### src/hw/rtl/rwap_pkg.sv
// rwap_pkg: shared constants and types for the signal-strength window average/peak block.
// Used by rwap_cell, rwap_div and rssi_window_average_peak_core. No dependencies.
`default_nettype none

package rwap_pkg;

    // must stay a power of two: the average is a biased arithmetic shift
    localparam int WINDOW_LEN = 16;
    localparam int SAMPLE_W   = 8;

    // running window sum, signed, wide enough for WINDOW_LEN * -128
    localparam int SUM_W = $clog2(WINDOW_LEN * 128 + 1) + 1;
    // shift that divides the sum by WINDOW_LEN
    localparam int AVG_SHIFT = $clog2(WINDOW_LEN);
    // scan step counter
    localparam int CNT_W  = $clog2(WINDOW_LEN + 1);

    typedef logic signed [SAMPLE_W-1:0] sample_t;
    typedef logic signed [SUM_W-1:0]    sum_t;
    typedef logic [1:0]                 mode_t;

    localparam mode_t MODE_UNUSED = 2'd0;  // no meaning of its own, acts as live
    localparam mode_t MODE_LIVE   = 2'd1;
    localparam mode_t MODE_AVG    = 2'd2;
    localparam mode_t MODE_PEAK   = 2'd3;

endpackage : rwap_pkg

`default_nettype wire

### src/hw/rtl/rwap_cell.sv
// rwap_cell: one window slot; loads its neighbor's sample when the chain shifts.
// Depends on rwap_pkg.
`default_nettype none

module rwap_cell (
    input  wire logic             aclk,
    input  wire logic             aresetn,
    input  wire logic             shift_en,
    input  wire rwap_pkg::sample_t d_in,
    output rwap_pkg::sample_t     q_out
);
    import rwap_pkg::*;

    sample_t sample_reg;
    sample_t sample_next;

    assign sample_next = shift_en ? d_in : sample_reg;

    always_ff @(posedge aclk) begin
        if (!aresetn) begin
            sample_reg <= '0;
        end else begin
            sample_reg <= sample_next;
        end
    end

    assign q_out = sample_reg;

endmodule : rwap_cell

`default_nettype wire

### src/hw/rtl/rwap_div.sv
// rwap_div: signed window sum divided by WINDOW_LEN (a power of two) as a biased
// arithmetic shift, truncated toward zero; quotient registered on start. Depends on rwap_pkg.
`default_nettype none

module rwap_div (
    input  wire logic              aclk,
    input  wire logic              aresetn,
    input  wire logic              start,
    input  wire rwap_pkg::sum_t    dividend,
    output logic                   done,
    output rwap_pkg::sample_t      quotient
);
    import rwap_pkg::*;

    logic    done_reg, done_next;
    sample_t quot_reg, quot_next;

    sum_t bias;
    sum_t biased;
    sum_t shifted;

    // negative sums get WINDOW_LEN - 1 added so the shift rounds toward zero
    assign bias    = dividend[SUM_W-1] ? sum_t'(WINDOW_LEN - 1) : sum_t'(0);
    assign biased  = dividend + bias;
    assign shifted = biased >>> AVG_SHIFT;

    // quotient magnitude never exceeds 128, so the low bits carry it
    assign done_next = start || done_reg;
    assign quot_next = start ? shifted[SAMPLE_W-1:0] : quot_reg;

    always_ff @(posedge aclk) begin
        if (!aresetn) begin
            done_reg <= 1'b0;
            quot_reg <= '0;
        end else begin
            done_reg <= done_next;
            quot_reg <= quot_next;
        end
    end

    assign quotient = quot_reg;
    assign done     = done_reg;

endmodule : rwap_div

`default_nettype wire

### src/hw/rtl/rssi_window_average_peak_core.sv
// rssi_window_average_peak_core: sliding window of WINDOW_LEN signal-strength samples.
// A new sample is taken only in the idle state, so the core does not accept the next
// sample until the peak scan, which rotates the cell chain once around, and the result load
// are done; the divider registers the average from the sum at the transfer.
// Reset (aresetn low, synchronous): window cells and running sum to zero, mode to live.
// Depends on rwap_pkg, rwap_cell, rwap_div.
`default_nettype none

module rssi_window_average_peak_core (
    input  wire logic              aclk,
    input  wire logic              aresetn,
    // configuration write channel (display mode)
    input  wire logic              cfg_valid,
    output logic                   cfg_ready,
    input  wire rwap_pkg::mode_t   cfg_data,
    // sample input channel
    input  wire logic              s_valid,
    output logic                   s_ready,
    input  wire rwap_pkg::sample_t s_rssi_sample,
    // result channel
    output logic                   m_valid,
    input  wire logic              m_ready,
    output rwap_pkg::sample_t      m_selected_power,
    output rwap_pkg::sample_t      m_live_power,
    output rwap_pkg::sample_t      m_average_power,
    output rwap_pkg::sample_t      m_peak_power
);
    import rwap_pkg::*;

    localparam int LAST = WINDOW_LEN - 1;

    typedef enum logic [1:0] {
        S_IDLE,  // ready for a sample transfer
        S_SCAN,  // rotating the chain once, peak compare on the tail cell
        S_WAIT   // wait for divider and a free output register
    } state_t;

    state_t           state_reg;
    logic [CNT_W-1:0] cnt_reg;
    mode_t            mode_reg;
    sum_t             sum_reg;
    sum_t             sum_next;
    sample_t          live_reg;
    sample_t          peak_reg;

    logic    m_valid_reg;
    sample_t sel_out_reg, live_out_reg, avg_out_reg, peak_out_reg;

    logic    in_xfer;
    logic    out_free;
    logic    load_out;
    logic    chain_shift;
    sample_t sel_value;

    // cell chain: cell 0 is the newest sample, the tail cell the oldest
    sample_t cell_d [WINDOW_LEN];
    sample_t cell_q [WINDOW_LEN];

    logic    div_done;
    sample_t div_quot;

    assign cfg_ready = 1'b1;
    assign s_ready   = (state_reg == S_IDLE);
    assign in_xfer   = s_valid && s_ready;
    assign out_free  = !m_valid_reg || m_ready;
    assign load_out  = (state_reg == S_WAIT) && div_done && out_free;

    // shift on a transfer (new sample in, oldest drops out) and on every scan step
    // (tail wraps to the head, so WINDOW_LEN steps bring the chain back in place)
    assign chain_shift = in_xfer || (state_reg == S_SCAN);
    assign cell_d[0]   = (state_reg == S_SCAN) ? cell_q[LAST] : s_rssi_sample;

    genvar gi;
    generate
        for (gi = 0; gi < WINDOW_LEN; gi++) begin : g_cell
            if (gi > 0) begin : g_link
                assign cell_d[gi] = cell_q[gi-1];
            end
            rwap_cell u_cell (
                .aclk     (aclk),
                .aresetn  (aresetn),
                .shift_en (chain_shift),
                .d_in     (cell_d[gi]),
                .q_out    (cell_q[gi])
            );
        end
    endgenerate

    // running sum: add the new sample, drop the one leaving the tail
    assign sum_next = sum_reg + sum_t'(s_rssi_sample) - sum_t'(cell_q[LAST]);

    rwap_div u_div (
        .aclk     (aclk),
        .aresetn  (aresetn),
        .start    (in_xfer),
        .dividend (sum_next),
        .done     (div_done),
        .quotient (div_quot)
    );

    always_comb begin
        unique case (mode_reg)
            MODE_AVG:  sel_value = div_quot;
            MODE_PEAK: sel_value = peak_reg;
            default:   sel_value = live_reg;   // live, and the unused code zero
        endcase
    end

    always_ff @(posedge aclk) begin
        if (!aresetn) begin
            state_reg   <= S_IDLE;
            cnt_reg     <= '0;
            mode_reg    <= MODE_LIVE;
            sum_reg     <= '0;
            m_valid_reg <= 1'b0;
        end else begin
            if (cfg_valid && cfg_ready) begin
                mode_reg <= cfg_data;
            end
            // a new load wins over the drain of the previous result
            priority if (load_out) begin
                m_valid_reg <= 1'b1;
            end else if (m_valid_reg && m_ready) begin
                m_valid_reg <= 1'b0;
            end else begin
                m_valid_reg <= m_valid_reg;
            end
            unique case (state_reg)
                S_IDLE: begin
                    if (in_xfer) begin
                        sum_reg   <= sum_next;
                        live_reg  <= s_rssi_sample;
                        cnt_reg   <= '0;
                        state_reg <= S_SCAN;
                    end
                end
                S_SCAN: begin
                    if (cnt_reg == '0 || cell_q[LAST] > peak_reg) begin
                        peak_reg <= cell_q[LAST];
                    end
                    cnt_reg <= cnt_reg + 1'b1;
                    if (cnt_reg == CNT_W'(LAST)) begin
                        state_reg <= S_WAIT;
                    end
                end
                S_WAIT: begin
                    if (load_out) begin
                        sel_out_reg  <= sel_value;
                        live_out_reg <= live_reg;
                        avg_out_reg  <= div_quot;
                        peak_out_reg <= peak_reg;
                        state_reg    <= S_IDLE;
                    end
                end
                default: begin
                    state_reg <= S_IDLE;
                end
            endcase
        end
    end

    assign m_valid          = m_valid_reg;
    assign m_selected_power = sel_out_reg;
    assign m_live_power     = live_out_reg;
    assign m_average_power  = avg_out_reg;
    assign m_peak_power     = peak_out_reg;

    // a sample transfer always starts a scan
    a_xfer_scan: assert property (@(posedge aclk) disable iff (!aresetn)
        in_xfer |=> state_reg == S_SCAN && cnt_reg == '0)
        else $error("scan did not start after sample transfer");

    // the scan ends after exactly one trip around the chain
    a_scan_end: assert property (@(posedge aclk) disable iff (!aresetn)
        state_reg == S_SCAN && cnt_reg == CNT_W'(LAST) |=> state_reg == S_WAIT)
        else $error("scan length wrong");

    // a loaded result is visible the next cycle and the block is ready again
    a_load: assert property (@(posedge aclk) disable iff (!aresetn)
        load_out |=> m_valid_reg && state_reg == S_IDLE)
        else $error("result load lost");

    // peak bounds both the live sample and the average
    a_peak_bound: assert property (@(posedge aclk) disable iff (!aresetn)
        load_out |=> peak_out_reg >= avg_out_reg && peak_out_reg >= live_out_reg)
        else $error("peak below average or live sample");

endmodule : rssi_window_average_peak_core

`default_nettype wire

### config.mk
export PLATFORM = sky130hd
export DESIGN_NAME = rssi_window_average_peak_core
export DESIGN_NICKNAME = d
export VERILOG_FILES = /design/src/hw/rtl/rwap_pkg.sv /design/src/hw/rtl/rwap_cell.sv /design/src/hw/rtl/rwap_div.sv /design/src/hw/rtl/rssi_window_average_peak_core.sv
export SDC_FILE = /design/constraint.sdc
export NUM_CORES = 1
export LEC_CHECK = 0
export BUFFER_PORTS_ARGS = -buffer_cell sky130_fd_sc_hd__buf_2
export CAP_MARGIN = 40
export CELL_PAD_IN_SITES_DETAIL_PLACEMENT = 0
export CELL_PAD_IN_SITES_GLOBAL_PLACEMENT = 1
export CORE_ASPECT_RATIO = 1.2
export CORE_MARGIN = 4
export CORE_UTILIZATION = 25
export DETAILED_ROUTE_END_ITERATION = 10
export PLACE_DENSITY_LB_ADDON = 0.2
export SLEW_MARGIN = 5
export SYNTH_ARGS = -nofsm -noshare
export SYNTH_HDL_FRONTEND = slang
export SYNTH_SLANG_ARGS = --single-unit
### constraint.sdc
create_clock -name aclk -period 5.1 [get_ports aclk]
set_input_delay 0.255 -clock aclk [delete_from_list [all_inputs] [get_ports aclk]]
set_output_delay 0.255 -clock aclk [all_outputs]
set_load 0.005 [all_outputs]
Word level (Yosys, flattened, before mapping). Cells that the tools add are included.

Register bits after elaboration: 208. Latch bits: 0. Bits in writable memories: 0. ROM bits: 0. Bits of input ports: 15. Output and inout bits: 35. Word-level logic and storage cells: 72. Memories: 0.

Add/sub/neg operators: 4. Multipliers: 0. Div/mod/pow operators: 0. $lt $le $gt $ge: 1. Equal/unequal tests: 8. Shift operators: 0. Multiplexer cells: 11. Bitwise logic cells: 0. Reduce and logical (&&, ||, !) cells: 19.

Operators by type and width (count): one-hot mux 8 bit (2 select lines) (1); adder 13 x 8 -> 13 bit (1); subtractor 13 x 8 -> 13 bit (1); adder 12 bit (1); AND reduction 3 bit (4); one-hot mux 5 bit (2 select lines) (1); greater-than comparator 8 bit (1); two-way mux 8 bit (1); equality test 2 bit, second input constant (3); two-way mux 2 bit (3); one-hot mux 2 bit (3 select lines) (1); adder 5 x 1 -> 5 bit, second input constant (1); equality test 5 x 4 -> 1 bit, second input constant (1); logical NOT 5 bit (1); two-way mux 5 bit (1); logical AND 1 bit (4); logical OR 1 bit (4); two-way mux 4 bit (1); inequality test 2 x 1 -> 1 bit, second input constant (2); AND reduction 2 bit (2); nonzero test 2 bit (2); equality test 2 x 1 -> 1 bit, second input constant (1); logical NOT 2 bit (1); two-way mux 1 bit (2); 2 further kinds (2).

Longest topological paths before layout. Gate-level depths: netlist of the first run.

Word-level depth: 5. Depth in mapped cells: 20. Mapped depth without buffers: 20.

Cells and area by module. A second synthesis of the first run with hierarchy kept.

Cells, all modules: 859. Area, all modules: 9377.7 um2.

By module, submodules not included: rwap_cell (instances 16, cells each 25, area an instance 301.5 um2, seq. area each 160.2 um2); rssi_window_average_peak_core (instances 1, cells each 400, area an instance 4033.9 um2, seq. area each 1901.8 um2); rwap_div (instances 1, cells each 59, area an instance 519.2 um2, seq. area each 180.2 um2).

Worst setup path before layout of the first run. Ideal clock, no wire load.

Path type: flip-flop to flip-flop. From: register sum_reg[1]. To: register u_div.quot_reg[3] (netlist: u_div.quotient[3]). Setup time: 96 ps. Arrival: 4066 ps. Required time: 5004 ps. Path slack: 939 ps. Stages on the path, launching flop included: 19. Buffers on the path: 0. Period minus slack after synthesis: 4161 ps. Cells stage by stage: dfxtp_1 -> inv_1 -> fa_1 -> inv_1 -> fa_1 -> a211oi_2 -> o31ai_4 -> o2111ai_2 -> nand2_1 -> xnor2_1 -> inv_1 -> ha_1 -> nand4_1 -> inv_1 -> and2_1 -> and4_1 -> nor3_4 -> and4b_1 -> o41ai_2.

Word-level cells in the longest chain between the ends: 4.

RTL lines: start: declaration (RTL line rssi_window_average_peak_core.sv:41) `sum_t sum_reg;`; start signal: assignment (RTL line rssi_window_average_peak_core.sv:131) `sum_reg <= sum_next;`; adder 13 x 8 -> 13 bit (RTL line rssi_window_average_peak_core.sv:90) `assign sum_next = sum_reg + sum_t'(s_rssi_sample) - sum_t'(cell_q[LAST]);`; subtractor 13 x 8 -> 13 bit (RTL line rssi_window_average_peak_core.sv:90); net sum_next[12] (RTL line rssi_window_average_peak_core.sv:42) `sum_t sum_next;`; two-way mux 4 bit (RTL line rwap_div.sv:23) `assign bias = dividend[SUM_W-1] ? sum_t'(WINDOW_LEN - 1) : sum_t'(0);`; adder 12 bit (RTL line rwap_div.sv:24) `assign biased = dividend + bias;`; end signal: assignment (RTL line rwap_div.sv:37) `quot_reg <= quot_next;`; end: declaration (RTL line rwap_div.sv:16) `sample_t quot_reg, quot_next;`.

The timed path passes the listed nets, and every way through them passes these cells. A chain may end at the register's enable or synchronous reset.

Worst setup path in the final report of the first run.
From: input s_rssi_sample[1]. To: register u_div.quot_reg[3] (netlist: u_div.quotient[3]).

Word-level cells in the longest chain between the ends: 4.

RTL lines: start: declaration (RTL line rssi_window_average_peak_core.sv:19) `input wire rwap_pkg::sample_t s_rssi_sample,`; adder 13 x 8 -> 13 bit (RTL line rssi_window_average_peak_core.sv:90); subtractor 13 x 8 -> 13 bit (RTL line rssi_window_average_peak_core.sv:90); net sum_next[12] (RTL line rssi_window_average_peak_core.sv:42); two-way mux 4 bit (RTL line rwap_div.sv:23); adder 12 bit (RTL line rwap_div.sv:24).

The timed path passes the listed nets, and every way through them passes these cells.

==> run_results.csv, run 1 <==
group,metric,value,unit
synthesis,synth_area_leaders,"dfxtp_1 (37%), edfxtp_1 (17%), nand2_1 (12%)",
cts,cts_tree,"done",
setup_path,endpoint_kind,"register",
routing,avgViaCountPerCell,4.277,
sta,finClkSkew,10.36,ps
synthesis,synth_area_per_cell,8.947,um2
grt,grt_pass1_vias,6220,
floorplanning,boundaryPins,50,
floorplanning,die-area,37440,um2
placement,dp_slack,463.3,ps
layout,utilization,30.27,%
pwr,ir_drop,215.7,uV
routing,first_pass_iters,4,
placement,placed_area,9410,um2
layout,drive_gt1_share,11.83,%
setup_path,critPathTopFamily,"simple AND/OR/NAND/NOR gates",
setup_path,slowest_delay,530,ps
synthesis,synth_cells,961,
cts,clk_pin_slew,60,ps
routing,wl_per_cell,13.67,um
cts,numCtsBuffers,24,
setup_path,crit_buf_inv,6,
layout,nFillCells,3618,
synthesis,synth-async-reset-ratio,0,%
floorplanning,rows,74,
sta,rsz0062_at_grt,"false",
grt,track_usage,10.76,%
setup_path,reg2regPathDepth,18,
floorplanning,initial_core_util,25.30,%
synthesis,seq_area_frac_synth,54.02,%
sta,finalHoldViolCount,0,
setup_path,critPathArrivalTime,5070,ps
cts,post_cts_buffers,0,
sta,tns,0,ps
setup_path,path_max_fanout,6,
placement,hpwl,13.05,mm
grt,grt_max_degree,70,
worst_hold_path,hold_path.class,"in -> reg",
setup_path,crit_slowest_cell,"fa_1",
synthesis,ys_ff_latch,208,
cts,cts-root-buf,"clkbuf_16",
floorplanning,die_h,211.2,um
sta,slew_headroom,44.31,%
sta,slew_viol_final,0,
grt,overflow,0,
synthesis,synth_top_cell_area_share,37.25,%
floorplanning,die_width,177.3,um
worst_hold_path,hold_path_depth,1,
sta,fin_crit,4651,ps
routing,drtIter0Drc,292,
placement,placed_cells,1427,
synthesis,yosys_warnings,0,
synthesis,synth_edf_count,48,
layout,area_growth,19.65,%
cts,cts.path.max_buffers,3,
pwr,power_leakage,3.771,nW
sta,whs,23.67,ps
grt,grt_pass1_wl,32.88,mm
floorplanning,core,33980,um2
setup_path,critPathLaunchType,"primary input",
routing,vias,6326,
sta,period_share,91.20,%
placement,io_buffer_count,48,
layout,diodes,0,
synthesis,yosysUniqueCellTypes,50,
sta,setup_viol,0,
pwr,power,4.468,mW
flow_run,cap_violations,0,
cts,clock_latency,520,ps
grt,antenna_found_initial,0,
routing,ant_nets,0,
synthesis,synth_nets,1016,
layout,fin_area,10290,um2
setup_path,crit_top_cell,"inv_1",
sta,fmax,215.0,MHz
layout,largest_reg_flops,128,
setup_path,path_depth,20,
routing,routed_wl,20.22,mm
sta,max_slew.worst_pin.slew,827.8,ps
cts,htree_levels,1,
synthesis,synth-main-ff-cell,"dfxtp_1",
setup_path,path_class,"in -> reg",
pwr,p_per_area,434.3,nW/um2
synthesis,syn-cell-area,8598,um2
layout,instances_no_fill,1479,
setup_path,worstPathCellList,"dlygate4sd3_1 > buf_2 > inv_1 > fa_1 > inv_1 > fa_1 > a211oi_2 > o31ai_4 > o2111ai_2 > nand2_1 > xnor2_1 > inv_1 > ha_1 > nand4_1 > inv_1 > and2_1 > and4_1 > nor3_4 > and4b_1 > o41ai_2",
placement,gp_congestion,0.7642,
layout,fin_nets,1061,
synthesis,synth_top_cell_by_area,"dfxtp_1",
sta,timing.final.ws_setup,449.0,ps
status,status,"complete, no violations",
routing,drcViolationCount,0,
cts,cts.sinks,208,
setup_path,required,5520,ps
## what timing repair did
| action | CTS | global route |
|---|---|---|
| endpoints found under the hold margin | 7 | 1 |
| hold buffers | 8 | 1 |
| resized for setup | 0 | 0 |
## cell families (layout without fill, tap and decap cells)
kind of cell    after synthesis  count (layout)  synth area share [%]
compound gates              214             214                 14.32
xor+xnor                     18              18                 1.834
fa+ha+maj                    40              40                 6.868
buf+inv                     115             177                 5.064
flops                       208             208                 54.02
mux                          10              10                 1.164
other cells                   1               1               0.04361
simple gates                355             355                 16.69
## per-layer routing
layer  part of all wire (%)  track usage (%)  up-vias
met1                     47            13.99     2958
met4                    2.1            3.148        0
met3                    4.3            2.077       28
met5                      0                0        -
li1                       -                -     3263
met2                     47            18.23       77
## final cells by class
class | count | area (um2) | area share (%)
clock inverter | 13 | 132.6 | 1.289
tap | 456 | 570.5 | 5.546
multi-input combinational | 638 | 3536 | 34.37
clock buffer | 30 | 654.4 | 6.361
timing repair buffer | 75 | 525.5 | 5.108
inverter | 59 | 224.0 | 2.177
sequential | 208 | 4644 | 45.15
## layout by cell type (no fill, tap or decap), types with 9 or more instances in the layout
| master | Yosys | layout |
|---|---|---|
| dlygate4sd3_1 | 0 | 9 |
| buf_2 | 0 | 48 |
| inv_1 | 58 | 58 |
| ha_1 | 28 | 28 |
| fa_1 | 12 | 12 |
| o21ai_0 | 15 | 15 |
| nor2_1 | 52 | 50 |
| dfxtp_1 | 160 | 160 |
| xnor2_1 | 11 | 11 |
| nand2_1 | 271 | 270 |
| mux2i_1 | 10 | 10 |
| a21oi_1 | 162 | 162 |
| edfxtp_1 | 48 | 48 |
| buf_4 | 1 | 15 |
| clkbuf_16 | 0 | 25 |
## synthesized netlist by cell type, drive strengths merged, types with 5 or more instances
library cell	instances
o221ai	6
a21oi	162
fa	12
dfxtp	160
mux2i	10
o21ai	15
nand2	272
edfxtp	48
xor2	7
nand3	5
clkbuf	52
o21a	5
inv	58
ha	28
nor2	52
xnor2	11
a211oi	6
## final timing paths
check / from / end / slack (ps)
max: s_rssi_sample[1] / u_div.quotient[3] / 450
min: s_rssi_sample[0] / live_reg[0] / 20
max reg2reg: sum_reg[1] / u_div.quotient[3] / 540
min reg2reg: g_cell[14].u_cell.q_out[3] / g_cell[14].u_cell.q_out[3] / 450
## power breakdown
part,switching [mW],leakage (nW),internal [mW]
logic,0.597,1.65,0.360
registers,0.0501,1.74,1.75
clock network,0.689,0.383,1.02
total,1.34,3.77,3.13
No activity file was read; power rests on OpenSTA's default activity.
==> run 2: changes to the inputs <==
--- a/config.mk
+++ b/config.mk
@@ -12,6 +12,7 @@
 export CORE_ASPECT_RATIO = 1.2
 export CORE_MARGIN = 4
 export CORE_UTILIZATION = 25
+export CTS_CLUSTER_DIAMETER = 40
 export DETAILED_ROUTE_END_ITERATION = 10
 export PLACE_DENSITY_LB_ADDON = 0.2
 export SLEW_MARGIN = 5
==> constraint.sdc (replaced) <==
create_clock -name aclk -period 5.1 [get_ports aclk]
set_input_delay 0 -clock aclk [delete_from_list [all_inputs] [get_ports aclk]]
set_output_delay 0 -clock aclk [all_outputs]
set_load 0.005 [all_outputs]
==> run 2 against run 1 <==
  * Cell count rose by 1.4%
  * Via count increased by 1.2%
  * First-iteration DRC count rose by 18%
  * Non-clock buffer count up 1
  * Global-route usage rose by 0.35 points
  * Clock skew increased by 3.2 ps
  * Combinational power is 2% lower
  * Critical path type is now reg -> reg
  * Critical endpoint is now u_div.quotient[4]
  * Largest cell class unchanged
==> run_results.csv, run 2 (same netlist as run 1, synthesis figures left out) <==
group,metric,value,unit
cts,ctsResizeCount,0,
setup_path,worstPathCellList,"inv_1 > fa_1 > inv_1 > fa_1 > a211oi_2 > o31ai_4 > o2111ai_2 > nand2_1 > xnor2_1 > inv_1 > ha_1 > nand4_1 > inv_1 > and2_1 > and4_1 > nor3_4 > and4b_1 > xnor2_1 > a21oi_1",
routing,route.met3.wl,899,um
setup_path,regToRegStartpoint,"sum_reg[1]",
routing,routed_wl,20.22,mm
placement,placed_area,9345,um2
pwr,power,5.290,mW
grt,grt_max_degree,76,
sta,slew_viol_final,0,
sta,fmax,221.7,MHz
setup_path,required,5480,ps
pwr,seqPwrFrac,34.2,%
placement,hpwl,12.72,mm
worst_hold_path,hp-start,"s_valid",
routing,vias,6400,
floorplanning,die-area,37440,um2
setup_path,critPathTopFamily,"adder cells",
routing,first_pass_iters,4,
setup_path,path_max_fanout,6,
setup_path,critPathArrivalTime,4890,ps
grt,grt_pass1_wl,33.82,mm
layout,area_growth,25.29,%
pwr,p_switching,1.480,mW
routing,wl_met1,9.491,mm
sta,rsz0062_at_grt,"false",
setup_path,slowest_delay,490,ps
sta,slew_headroom,45.82,%
setup_path,endpoint_kind,"register",
setup_path,reg2regPathDepth,19,
pwr,ir_drop,212.8,uV
setup_path,crit_buf_inv,4,
cts,cts.path.max_buffers,3,
cts,cts_tree,"done",
grt,track_usage,11.11,%
worst_hold_path,hold-path-endpoint,"state_reg[0]",
grt,antenna_found_initial,0,
sta,max_slew.worst_pin.slew,812.8,ps
floorplanning,rows,74,
layout,nFillCells,3595,
setup_path,path_class,"reg -> reg",
sta,period_share,88.46,%
worst_hold_path,hold_path.class,"in -> reg",
setup_path,critPathLaunchType,"register",
sta,setup_viol,0,
floorplanning,initial_core_util,25.30,%
cts,holdBufCountCts,15,
cts,numCtsBuffers,34,
pwr,power_leakage,3.999,nW
sta,whs,104.0,ps
layout,final_common_cell,"nand2_1",
routing,ant_nets,0,
placement,dp_slack,606.6,ps
placement,io_buffer_count,48,
status,status,"complete, no violations",
pwr,switching_share,27.97,%
layout,drive_gt1_share,12.85,%
layout,diodes,0,
floorplanning,die_width,177.3,um
floorplanning,core,33980,um2
floorplanning,die_h,211.2,um
routing,drcViolationCount,0,
pwr,p_int,3.810,mW
cts,cts-root-buf,"clkbuf_16",
setup_path,crit_top_cell,"inv_1",
placement,gp_congestion,0.7441,
sta,fin_crit,4512,ps
grt,grt_pass1_vias,6453,
layout,utilization,31.70,%
cts,cts.sinks,208,
layout,instances_no_fill,1499,
routing,wl_met2,9.260,mm
sta,finalHoldViolCount,0,
routing,dr.max_layer_used,"met4",
routing,wl_per_cell,13.49,um
setup_path,crit_slowest_cell,"fa_1",
cts,clock_latency,510,ps
layout,layout_common_cells,"nand2_1 (270), a21oi_1 (162), dfxtp_1 (160)",
pwr,p_per_area,491.0,nW/um2
sta,tns,0,ps
layout,largest_reg_flops,128,
worst_hold_path,hold_path_depth,4,
grt,overflow,0,
pwr,p_comb_share,17.8,%
cts,htree_levels,2,
flow_run,cap_violations,0,
placement,placed_cells,1422,
routing,drtIter0Drc,344,
setup_path,timing.rr.end,"u_div.quotient[4]",
cts,post_cts_buffers,0,
sta,finClkSkew,13.58,ps
cts,clk_pin_slew,60,ps
layout,fin_nets,1072,
pwr,p_clk_share,48.0,%
floorplanning,boundaryPins,50,
setup_path,r2r_slack,590,ps
sta,timing.final.ws_setup,588.4,ps
layout,fin_area,10770,um2
routing,avgViaCountPerCell,4.270,
run 2: cell count changes in the layout (fill, tap and decap cells not counted), moves of 2 or more:
cell	change
buf_16	-2
buf_4	-4
bufinv_16	+4
clkbuf_1	-2
clkbuf_16	+12
clkbuf_8	+3
clkinv_1	+3
clkinv_2	-4
clkinvlp_4	-2
dlygate4sd3_1	+6
inv_8	+2
run 2: worst max-delay path by stage:
stage | startpoint | endpoint | slack [ps] | cells after the start
after floorplan | sum_reg[1] | u_div.quotient[3] | 940 | 18
after global placement | sum_reg[1] | u_div.quotient[3] | 650 | 18
after detailed placement | sum_reg[1] | u_div.quotient[4] | 610 | 19
after CTS | sum_reg[1] | u_div.quotient[4] | 530 | 19
after global routing | g_cell[15].u_cell.q_out[7] | u_div.quotient[4] | 190 | 18
final | sum_reg[1] | u_div.quotient[4] | 590 | 19
run 2: worst register-to-register path, cell delays in order (launching register included):
cell	delay [ps]
dfxtp_1	330
inv_1	60
fa_1	490
inv_1	70
fa_1	470
a211oi_2	330
o31ai_4	130
o2111ai_2	270
nand2_1	110
xnor2_1	250
inv_1	120
ha_1	310
nand4_1	200
inv_1	50
and2_1	150
and4_1	220
nor3_4	320
and4b_1	270
xnor2_1	150
a21oi_1	80
run 2: per-layer routing:
layer | vias up | global-route usage, %
met3 | 29 | 2.542
met1 | 2970 | 14.36
met2 | 99 | 18.01
li1 | 3302 | -
met4 | 0 | 4.482
met5 | - | 0
run 2: cell type report:
type | count | area (um2) | share of cell area, %
Clock buffer | 43 | 988.4 | 9.175
Clock inverter | 19 | 289.0 | 2.683
Inverter | 59 | 224.0 | 2.079
Multi-Input combinational cell | 638 | 3536 | 32.82
Sequential cell | 208 | 4644 | 43.11
Tap cell | 456 | 570.5 | 5.296
Timing Repair Buffer | 76 | 520.5 | 4.832
run 2: power by group through the flow:
stage / Sequential, mW / Clock [mW] / Combinational [mW]
3_5_place_dp: 1.84 / 0 / 0.949
2_1_floorplan: 1.82 / 0 / 0.737
4_1_cts: 1.81 / 2.63 / 0.962
3_3_place_gp: 1.84 / 0 / 0.947
5_1_grt: 1.81 / 2.70 / 1.08
6_report: 1.81 / 2.54 / 0.940
